### src/rtl/core/dmt_pkg.sv
package dmt_pkg;

  localparam int CH_W = 2;
  localparam int SMP_W = 16;
  localparam int RNG_W = 17;
  localparam int HOLD_W = 16;
  localparam int CNT_W = 32;
  localparam int TUNE_W = 24;
  localparam int WIN_W = 16;
  localparam int PCT_W = 7;
  localparam int CFG_IDX_W = 2;
  localparam int CFG_DATA_W = 24;

  localparam logic [CFG_IDX_W-1:0] REG_REFRACTORY = 2'd0;
  localparam logic [CFG_IDX_W-1:0] REG_TUNING = 2'd1;
  localparam logic [CFG_IDX_W-1:0] REG_WINDOW = 2'd2;
  localparam logic [CFG_IDX_W-1:0] REG_PERCENTILE = 2'd3;

  localparam logic [1:0] EV_NONE = 2'd0;
  localparam logic [1:0] EV_UP = 2'd1;
  localparam logic [1:0] EV_DOWN = 2'd2;

  localparam logic signed [SMP_W:0] WIN_MIN_INIT = 17'sd10000;
  localparam logic signed [SMP_W:0] WIN_MAX_INIT = -17'sd10000;

  typedef struct packed {
    logic [CH_W-1:0] channel;
    logic signed [SMP_W-1:0] sample;
  } in_item_t;

  typedef struct packed {
    logic [CH_W-1:0] out_channel;
    logic signed [SMP_W-1:0] level;
    logic [1:0] event_res;
    logic in_tuning;
    logic [CNT_W-1:0] sample_index;
  } out_item_t;

  typedef struct packed {
    logic [HOLD_W-1:0] refractory;
    logic [TUNE_W-1:0] tuning;
    logic [WIN_W-1:0] window;
    logic [PCT_W-1:0] percentile;
  } cfg_t;

endpackage

### src/rtl/core/dmt_fifo.sv
module dmt_fifo #(
  parameter int DEPTH = 2
) (
  input  logic                 clk,
  input  logic                 rst,
  input  logic                 wr_valid,
  output logic                 wr_ready,
  input  dmt_pkg::in_item_t    wr_data,
  output logic                 rd_valid,
  input  logic                 rd_ready,
  output dmt_pkg::in_item_t    rd_data
);
  localparam int AW = (DEPTH > 1) ? $clog2(DEPTH) : 1;
  dmt_pkg::in_item_t mem [DEPTH];
  logic [AW-1:0] wp, rp;
  logic [AW:0] cnt;

  assign wr_ready = (cnt != (AW+1)'(DEPTH));
  assign rd_valid = (cnt != '0);
  assign rd_data = mem[rp];

  always_ff @(posedge clk) begin
    if (rst) begin
      wp <= '0;
      rp <= '0;
      cnt <= '0;
    end else begin
      if (wr_valid && wr_ready) begin
        wp <= (wp == AW'(DEPTH-1)) ? '0 : wp + 1'b1;
      end
      if (rd_valid && rd_ready) begin
        rp <= (rp == AW'(DEPTH-1)) ? '0 : rp + 1'b1;
      end
      cnt <= cnt + (AW+1)'(wr_valid && wr_ready) - (AW+1)'(rd_valid && rd_ready);
    end
    if (wr_valid && wr_ready) begin
      mem[wp] <= wr_data;
    end
  end
endmodule

### config.mk
export PLATFORM = sky130hd
export DESIGN_NAME = dmt_fifo
export DESIGN_NICKNAME = d
export VERILOG_FILES = /design/src/rtl/core/dmt_pkg.sv /design/src/rtl/core/dmt_fifo.sv
export SDC_FILE = /design/constraint.sdc
export NUM_CORES = 1
export LEC_CHECK = 0
export ABC_AREA = 1
export BUFFER_PORTS_ARGS = -buffer_cell sky130_fd_sc_hd__buf_2
export CAP_MARGIN = 15
export CELL_PAD_IN_SITES_DETAIL_PLACEMENT = 2
export CELL_PAD_IN_SITES_GLOBAL_PLACEMENT = 2
export CORE_ASPECT_RATIO = 1.1
export CORE_MARGIN = 4
export CORE_UTILIZATION = 39
export DETAILED_ROUTE_END_ITERATION = 10
export GPL_ROUTABILITY_DRIVEN = 0
export PLACE_DENSITY_LB_ADDON = 0.1
export SLEW_MARGIN = 15
export SYNTH_ARGS = -nofsm -noshare
export SYNTH_HDL_FRONTEND = slang
export SYNTH_SLANG_ARGS = --single-unit
### constraint.sdc
create_clock -name clk -period 4.5 [get_ports clk]
set_input_delay 1.125 -clock clk [delete_from_list [all_inputs] [get_ports clk]]
set_output_delay 1.125 -clock clk [all_outputs]
set_load 0.01 [all_outputs]
# Yosys cells after proc, flatten, opt, wreduce, memory -nomap -nowiden
# Memory sizes are Yosys's and may differ from the RTL's. A register that Yosys moved wholly into a read port is not among the register bits.
# Index checks and enable logic that the tools add are counted.
[totals]
mem_bits_ro = 0
ramBits = 36
memories = 1
in_bits = 22
latchBits = 0
elab_cells = 18
out_inout_bits = 20
register_bits = 4
[memory_table]
columns = ["memory", "depth", "width", "read_ports", "rd_ports_with_merged_regs", "write_ports", "line_no", "source"]
rows = [
  ["mem", 2, 18, 1, 1, 1, "dmt_fifo.sv:14", "dmt_pkg::in_item_t mem [DEPTH];"],
]
[classes]
bitwise_logic = 0
div_mod_pow = 0
muxes = 6
add_sub_neg = 4
n_reduce_logical = 3
shift = 0
n_mul = 0
eq_ne = 1
magnitude_cmp = 0
[ops]
columns = ["cell", "n"]
rows = [
  ["two-way mux 1 bit", 6],
  ["adder 1 bit (second input constant)", 2],
  ["adder 2 x 1 -> 2 bit", 1],
  ["logical AND 1 bit", 2],
  ["!= test 2 bit (second input constant)", 1],
  ["nonzero test 2 bit", 1],
  ["subtractor 2 x 1 -> 2 bit", 1],
]

# Logic depth before layout (Yosys ltp)
# Gate-level depths: netlist of the first run.
[logic_depth]
ltp_word = 4
ltp_mapped = 11
ltp_nobuf = 11

# Worst setup path after synthesis of the first run
# No wires, ideal clock.
[synth_path]
kind = "input port to flip-flop"
start = "input port wr_valid"
end = "memory mem[0][0] (netlist bit), enable pin"
setup_time_ns = 0.392
path_buffers = 0
path_stages = 2
required_ns = 4.108
t_arrival_ns = 1.995
slack_ns = 2.113
cell_sequence = "nand2_2 -> nor2_1"
[synth_between]
elab_chain_cells = 3
[synth_rtl]
columns = ["element", "line_no", "source"]
rows = [
  ["start, declared", "dmt_fifo.sv:6", "input logic wr_valid,"],
  ["logical AND 1 bit", "dmt_fifo.sv:36", "if (wr_valid && wr_ready) begin"],
  ["two-way mux 1 bit", "dmt_fifo.sv:36", ""],
  ["two-way mux 1 bit (not written as such)", "dmt_fifo.sv:37", "mem[wp] <= wr_data;"],
  ["end, declared", "dmt_fifo.sv:14", ""],
]
# No other way between the ends.

==> results of run 1 <==
metrics by stage:
stage | cell area [um2] | worst slack (ns) | power, W | hold slack [ns]
after floorplan | 1603 | 2.113 | 0.0007433 | 0.4669
after global placement | 1844 | 1.806 | 0.0008236 | 0.4823
after detailed placement | 1844 | 1.783 | 0.0008453 | 0.5074
after CTS | 1964 | 1.460 | 0.001148 | 0.5275
after global routing | 1964 | 1.423 | 0.001192 | 0.5498
final | 1964 | 1.536 | 0.001123 | 0.5177
area by class of cell:
type                            instances  area (um2)  area share [%]
Multi-Input combinational cell         41       362.8           18.47
Clock buffer                            6       82.58           4.204
Clock inverter                          2       37.54           1.911
Sequential cell                        41        1181           60.13
Tap cell                               52       65.06           3.312
Inverter                                8       30.03           1.529
Timing Repair Buffer                   41       205.2           10.45
worst register-to-register path: stages, from the launching register on:
cell and delay (ns):
dfxtp_1 0.38, inv_1 0.07, nand2_2 0.09, nand2_2 0.11, nor2_2 0.75
synth_stat cells:
| cell type | number |
|---|---|
| xnor2_1 | 1 |
| nor2_4 | 1 |
| buf_6 | 1 |
| ha_1 | 1 |
| a21oi_1 | 2 |
| mux2_2 | 8 |
| nor2_1 | 7 |
| inv_1 | 8 |
| nand2_1 | 6 |
| dfxtp_1 | 5 |
| nand3_1 | 1 |
| nor3_1 | 1 |
| mux2_4 | 10 |
| nor2_2 | 1 |
| edfxtp_1 | 36 |
| nand2_2 | 2 |
| buf_12 | 1 |
path summary, 6_finish.rpt:
path / start / endpoint / slack, ns / cells past startpoint
setup / recovery: flip-flop / rd_data[9] / 1.54 / 2
hold reg to reg: rp / rp / 0.52 / 2
hold / removal: rp / rp / 0.52 / 2
setup reg to reg: cnt[0] / mem[1][12] / 2.73 / 4
power by group through the flow:
stage | logic [W] | clock network (W) | registers (W)
after CTS | 0.000303 | 0.000309 | 0.000537
after global routing | 0.000326 | 0.000323 | 0.000542
after global placement | 0.000286 | 0 | 0.000538
final | 0.000292 | 0.000299 | 0.000532
after floorplan | 0.000233 | 0 | 0.000510
after detailed placement | 0.000301 | 0 | 0.000545
per-layer routing:
layer | global-route usage, % | up-vias | wire (um)
met3 | 3.338 | 2 | 135
li1 | - | 418 | -
met1 | 11.40 | 439 | 1050
met5 | 0 | - | 0
met2 | 22.46 | 25 | 1643
met4 | 5.206 | 0 | 13
registers in the layout, indices dropped and copies added, names as in the netlist, named ones only:
signal  cells
wp          1
cnt         2
mem        36
rp          1
cells by family (layout without fill, tap and decap cells):
family	after synthesis	count (layout)	share of synthesized area [%]
compound gates	2	2	0.6245
fa+ha+maj	1	1	0.7805
flops	41	41	73.69
mux	18	18	14.99
xor+xnor	1	1	0.5465
buf+inv	10	57	3.825
simple gates	19	19	5.542
==> results by group, run 1 <==
Status
  – Run status: completed

Power and ir drop
  – Max VDD drop: 0.0002903 V
  – Combinational share of power: 26.0%
  – Part of the power in registers: 47.4%
  – Power Density: 571.6 nW/um2
  – Cell Int Power: 0.0008094 W
  – Clk pwr share: 26.6%
  – Switching pwr: 0.0003134 W
  – Switch share: 27.91%
  – LEAKAGE: 0.7807 nW

Clocking
  – Reg clk slew, reported paths: 0.08 ns
  – Root buffer cell: clkbuf_8
  – CTS buffer count: 5
  – Clock tree buffer depth: 2
  – H-tree depth: 2
  – TritonCTS clock tree: done
  – Resize count post-CTS: 0
  – CTS sink count: 41
  – Setup Fix Bufs, Post-CTS: 0
  – CTS Hold Buffers Added: 0
  – Clk Latency, worst-skew pair: 0.28 ns

Timing
  – Crit path time final: 2.964 ns
  – Worst Tran Pin Value: 0.9900 ns
  – Setup tns final: 0 ns
  – Hold Vio Cnt, Final: 0
  – # setup viols final: 0
  – Max-slew headroom: 33.91%
  – FMAX: 337.3 MHz
  – Period utilization: 65.88%
  – Pins Over Slew Limit: 0
  – RSZ-0062 raised after global routing: false
  – Clock skew: 0.003135 ns

Cells and area
  – Layout Cells excl Fill: 191
  – Commonest non-fill, non-tap cell in the layout: buf_2
  – Nets@finish: 161
  – Layout cell share with drive strength beyond 1: 51.80%
  – Utilization after layout: 49.56%
  – # fillers: 406
  – Inserted Diodes: 0
  – Area grow syn2layout: 22.56%
  – Most frequent cells in the layout: 41 x buf_2, 36 x edfxtp_1, 10 x mux2_4, 8 x inv_1, 8 x mux2_2

Synth
  – Synth Area per Inst: 17.42 um2
  – Largest cells by area after synthesis: edfxtp_1 67%, mux2_4 9.4%, dfxtp_1 6.2%, mux2_2 5.6%, inv_1 1.9%
  – Yosys reg bits: 41
  – Cell taking the most area after synthesis: edfxtp_1
  – Netlist cell types: 17
  – Register area share after synthesis: 73.69%
  – Syn Inst Count: 92
  – Syn. warnings: 0
  – Synth top area share: 67.45%
  – Syn nets: 115
  – Post-Syn Area: 1603 um2

Critical path
  – CP Data Arrival Time: 1.84 ns
  – Critical-path top delay cell: dfxtp_1
  – CP Max Fanout: 18
  – CP max stage delay: 0.98 ns
  – Crit Path Class: reg2out
  – Worst setup EP type: output port
  – CP startpoint kind: flip-flop
  – Cell family with most CP delay: flip-flops
  – Crit-path cells: mux2_2 > buf_2
  – Required time worst endpoint: 3.38 ns
  – Worst path bufs/invs: 1

Die
  – Top Ports: 42
  – Initial Util: 40.44%
  – CORE AREA: 3964 um2
  – Area of the die: 5201 um2
  – # rows: 24
  – DIE WIDTH: 69.13 um
  – Die H: 75.24 um

GRT
  – Vias in the first global route: 977
  – First-pass GRT wire length: 4.547 mm
  – Pin count of the biggest net entering global routing: 20
  – Grt total ovfl: 0
  – GRT Util Overall: 11.49%
  – Antenna violations before repair: 0

Detailed routing
  – ANT nets after route: 0
  – Vias: 884
  – DRC viols: 0
  – Total Wirelength: 2.842 mm
  – Vias/cell: 4.628
  – Routed wire per std cell: 14.88 um
  – 1st-iter DRT viols: 20
  – Detailed Routing Iterations Pass 1: 4

Placed design
  – Port bufs: 41
  – DP Wirelength: 2.111 mm
  – Placed Instances: 183

Job
  – Max-Cap Viols: 0

Worst hold path
  – Worst Hold Class: reg2reg
(Power assumes the default switching activity.)
==> inputs of run 2 (changes only) <==
--- a/config.mk
+++ b/config.mk
@@ -12,7 +12,7 @@
 export CELL_PAD_IN_SITES_GLOBAL_PLACEMENT = 2
 export CORE_ASPECT_RATIO = 1.1
 export CORE_MARGIN = 4
-export CORE_UTILIZATION = 39
+export CORE_UTILIZATION = 32
 export DETAILED_ROUTE_END_ITERATION = 10
 export GPL_ROUTABILITY_DRIVEN = 0
 export PLACE_DENSITY_LB_ADDON = 0.1
==> constraint.sdc (replaced) <==
create_clock -name clk -period 2.4 [get_ports clk]
set_input_delay 0.6 -clock clk [delete_from_list [all_inputs] [get_ports clk]]
set_output_delay 0.6 -clock clk [all_outputs]
set_load 0.01 [all_outputs]
==> run 2 against run 1 <==
Compared with the run above:
- clock power is 51% higher
- critical path depth is 1 higher
- die area is 19% higher
- clock skew is 0.0013 ns higher
- routed wire length is 14% higher
==> results by group, run 2 (synthesis results as in run 1) <==
Cells and area
  – Largest register FFs: 36 (unchanged)
  – # fillers: 481 (+18%)
  – Area grow syn2layout: 24.20%
  – Inserted Diodes: 0 (unchanged)
  – Biggest regs: mem: 36 flops, cnt: 2 flops
  – Commonest non-fill, non-tap cell in the layout: buf_2
  – Reg with most FFs: mem
  – Most frequent cells in the layout: 41 x buf_2, 36 x edfxtp_1, 10 x mux2_4, 8 x inv_1, 8 x mux2_2
  – Layout cell share with drive strength beyond 1: 52.78% (+0.98 points)
  – Nets@finish: 166 (+3.1%)
  – Final non-filler cell area: 1991 um2 (+1.3%)

Critical path
  – Worst path bufs/invs: 2 (+1)
  – Critical-path top delay cell: mux2_2
  – Reg2reg path depth: 10 (+6)
  – Worst setup EP type: output port
  – CP Max Fanout: 11 (-7)
  – Crit Path Class: reg2out
  – CP max stage delay: 0.37 ns (-0.61 ns)
  – Worst R2R Setup Slack: 0.86 ns (-1.87 ns)
  – CP startpoint kind: flip-flop
  – Reg-to-Reg End: cnt[1]
  – CP Data Arrival Time: 1.39 ns (-0.45 ns)
  – Cell family with most CP delay: buffers and inverters
  – Required time worst endpoint: 1.80 ns (-1.58 ns)
  – Critical R2R Launch: cnt[1]
  – Crit-path cells: buf_4 > mux2_2 > buf_2

Worst hold path
  – Worst Hold Class: in2reg
  – Hold-critical path depth: 1 (-1)
  – Hold path endpoint: mem[1][3]
  – HP Start: wr_data[3]

Timing
  – Setup tns final: 0 ns (unchanged)
  – Pins Over Slew Limit: 0 (unchanged)
  – Worst Tran Pin Value: 0.4454 ns (-0.5445 ns)
  – Max-slew headroom: 70.27% (+36 points)
  – Hold Vio Cnt, Final: 0 (unchanged)
  – Period utilization: 82.73%
  – FMAX: 503.6 MHz
  – RSZ-0062 raised after global routing: false
  – # setup viols final: 0 (unchanged)
  – Clock skew: 0.004437 ns (+0.001302 ns)
  – Crit path time final: 1.986 ns

Die
  – Top Ports: 42 (unchanged)
  – # rows: 26 (+8.3%)
  – CORE AREA: 4750 um2 (+20%)
  – DIE WIDTH: 75.48 um (+9.2%)
  – Die H: 82.23 um (+9.3%)
  – Area of the die: 6206 um2 (+19%)
  – Initial Util: 33.75% (-6.7 points)

GRT
  – GRT Util Overall: 11.83% (+0.34 points)
  – Vias in the first global route: 1,013 (+3.7%)
  – Antenna violations before repair: 0 (unchanged)
  – First-pass GRT wire length: 5.140 mm (+13%)
  – Pin count of the biggest net entering global routing: 14 (-30%)
  – Grt total ovfl: 0 (unchanged)

Clocking
  – Resize count post-CTS: 0 (unchanged)
  – CTS buffer count: 5 (unchanged)
  – Clock tree buffer depth: 2 (unchanged)
  – CTS Hold Buffers Added: 0 (unchanged)
  – Root buffer cell: clkbuf_8
  – Setup Fix Bufs, Post-CTS: 0 (unchanged)
  – TritonCTS clock tree: done
  – Clk Latency, worst-skew pair: 0.29 ns (about the same)
  – Reg clk slew, reported paths: 0.07 ns (about the same)
  – H-tree depth: 2 (unchanged)
  – CTS sink count: 41 (unchanged)

Job
  – Max-Cap Viols: 0 (unchanged)

Power and ir drop
  – LEAKAGE: 0.8010 nW (+2.6%)
  – Power Density: 1024 nW/um2 (+79%)
  – Pwr Total: 0.002039 W (+82%)
  – Max VDD drop: 0.0003764 V (+30%)
  – Switching pwr: 0.0006036 W (+93%)
  – Clk pwr share: 22.1% (-4.5 points)
  – Combinational share of power: 30.9% (+4.9 points)
  – Cell Int Power: 0.001435 W (+77%)
  – Switch share: 29.61% (+1.7 points)
  – Part of the power in registers: 47.0% (-0.4 points)

Detailed routing
  – Total Wirelength: 3.229 mm (+14%)
  – ANT nets after route: 0 (unchanged)
  – Routed wire per std cell: 16.15 um (+8.5%)
  – DRC viols: 0 (unchanged)
  – Vias: 906 (+2.5%)
  – Vias/cell: 4.530 (-2.1%)
  – Detailed Routing Iterations Pass 1: 2 (-2)
  – 1st-iter DRT viols: 39 (+95%)

Placed design
  – Area after DPL: 1899 um2 (+3.0%)
  – Port bufs: 41 (unchanged)
  – DP Wirelength: 2.550 mm (+21%)

Status
  – Run status: completed
run 2: changes by cell type in the layout (fill, tap and decap cells not counted), sizes merged:
| cell | before | now |
|---|---|---|
| bufinv | 1 | 0 |
| clkinvlp | 1 | 0 |
| clkinv | 0 | 2 |
| buf | 41 | 46 |
run 2: worst max-delay path by stage:
stage,from,end,slack (ns),depth (start not counted)
after floorplan,wr_valid,mem[0][0],0.54,2
after global placement,rd_ready,cnt[1],0.73,10
after detailed placement,rd_ready,cnt[1],0.66,10
after CTS,flip-flop,rd_data[15],0.38,3
after global routing,flip-flop,rd_data[15],0.32,3
final,flip-flop,rd_data[15],0.41,3
run 2: cell type report:
type	instances	area (um2)	area share, %
flip-flops and latches	41	1181	59.33
multi-input cells	41	362.8	18.23
repair buffers	46	255.2	12.82
clock buffers	6	82.58	4.148
well taps	56	70.07	3.520
inverters	8	30.03	1.508
clock inverters	2	8.758	0.4400
run 2: routing by layer:
metal / share of wire [%] / GRT usage (%)
met1: 37 / 12.32
met2: 55 / 21.16
met3: 5.9 / 4.479
met4: 1.8 / 4.720
met5: 0 / 0
run 2: power groups by stage:
stage / Clock, W / Combinational, W / Sequential (W)
floorplan: 0 / 0.000437 / 0.000957
global placement: 0 / 0.000625 / 0.000962
detailed placement: 0 / 0.000650 / 0.000975
CTS: 0.000475 / 0.000653 / 0.000960
global route: 0.000506 / 0.000695 / 0.000972
finish: 0.000451 / 0.000630 / 0.000957
run 2: metrics by stage:
stage                     cells  worst slack [ns]  util (%)  hold slack (ns)
after floorplan              92            0.5380         -           0.4669
after global placement      192            0.7331     39.99           0.4853
after detailed placement    192            0.6647     39.99           0.5330
after CTS                   200            0.3837     41.91           0.4845
after global routing        200            0.3151     41.91           0.4792
final                       200            0.4144     41.91           0.4939
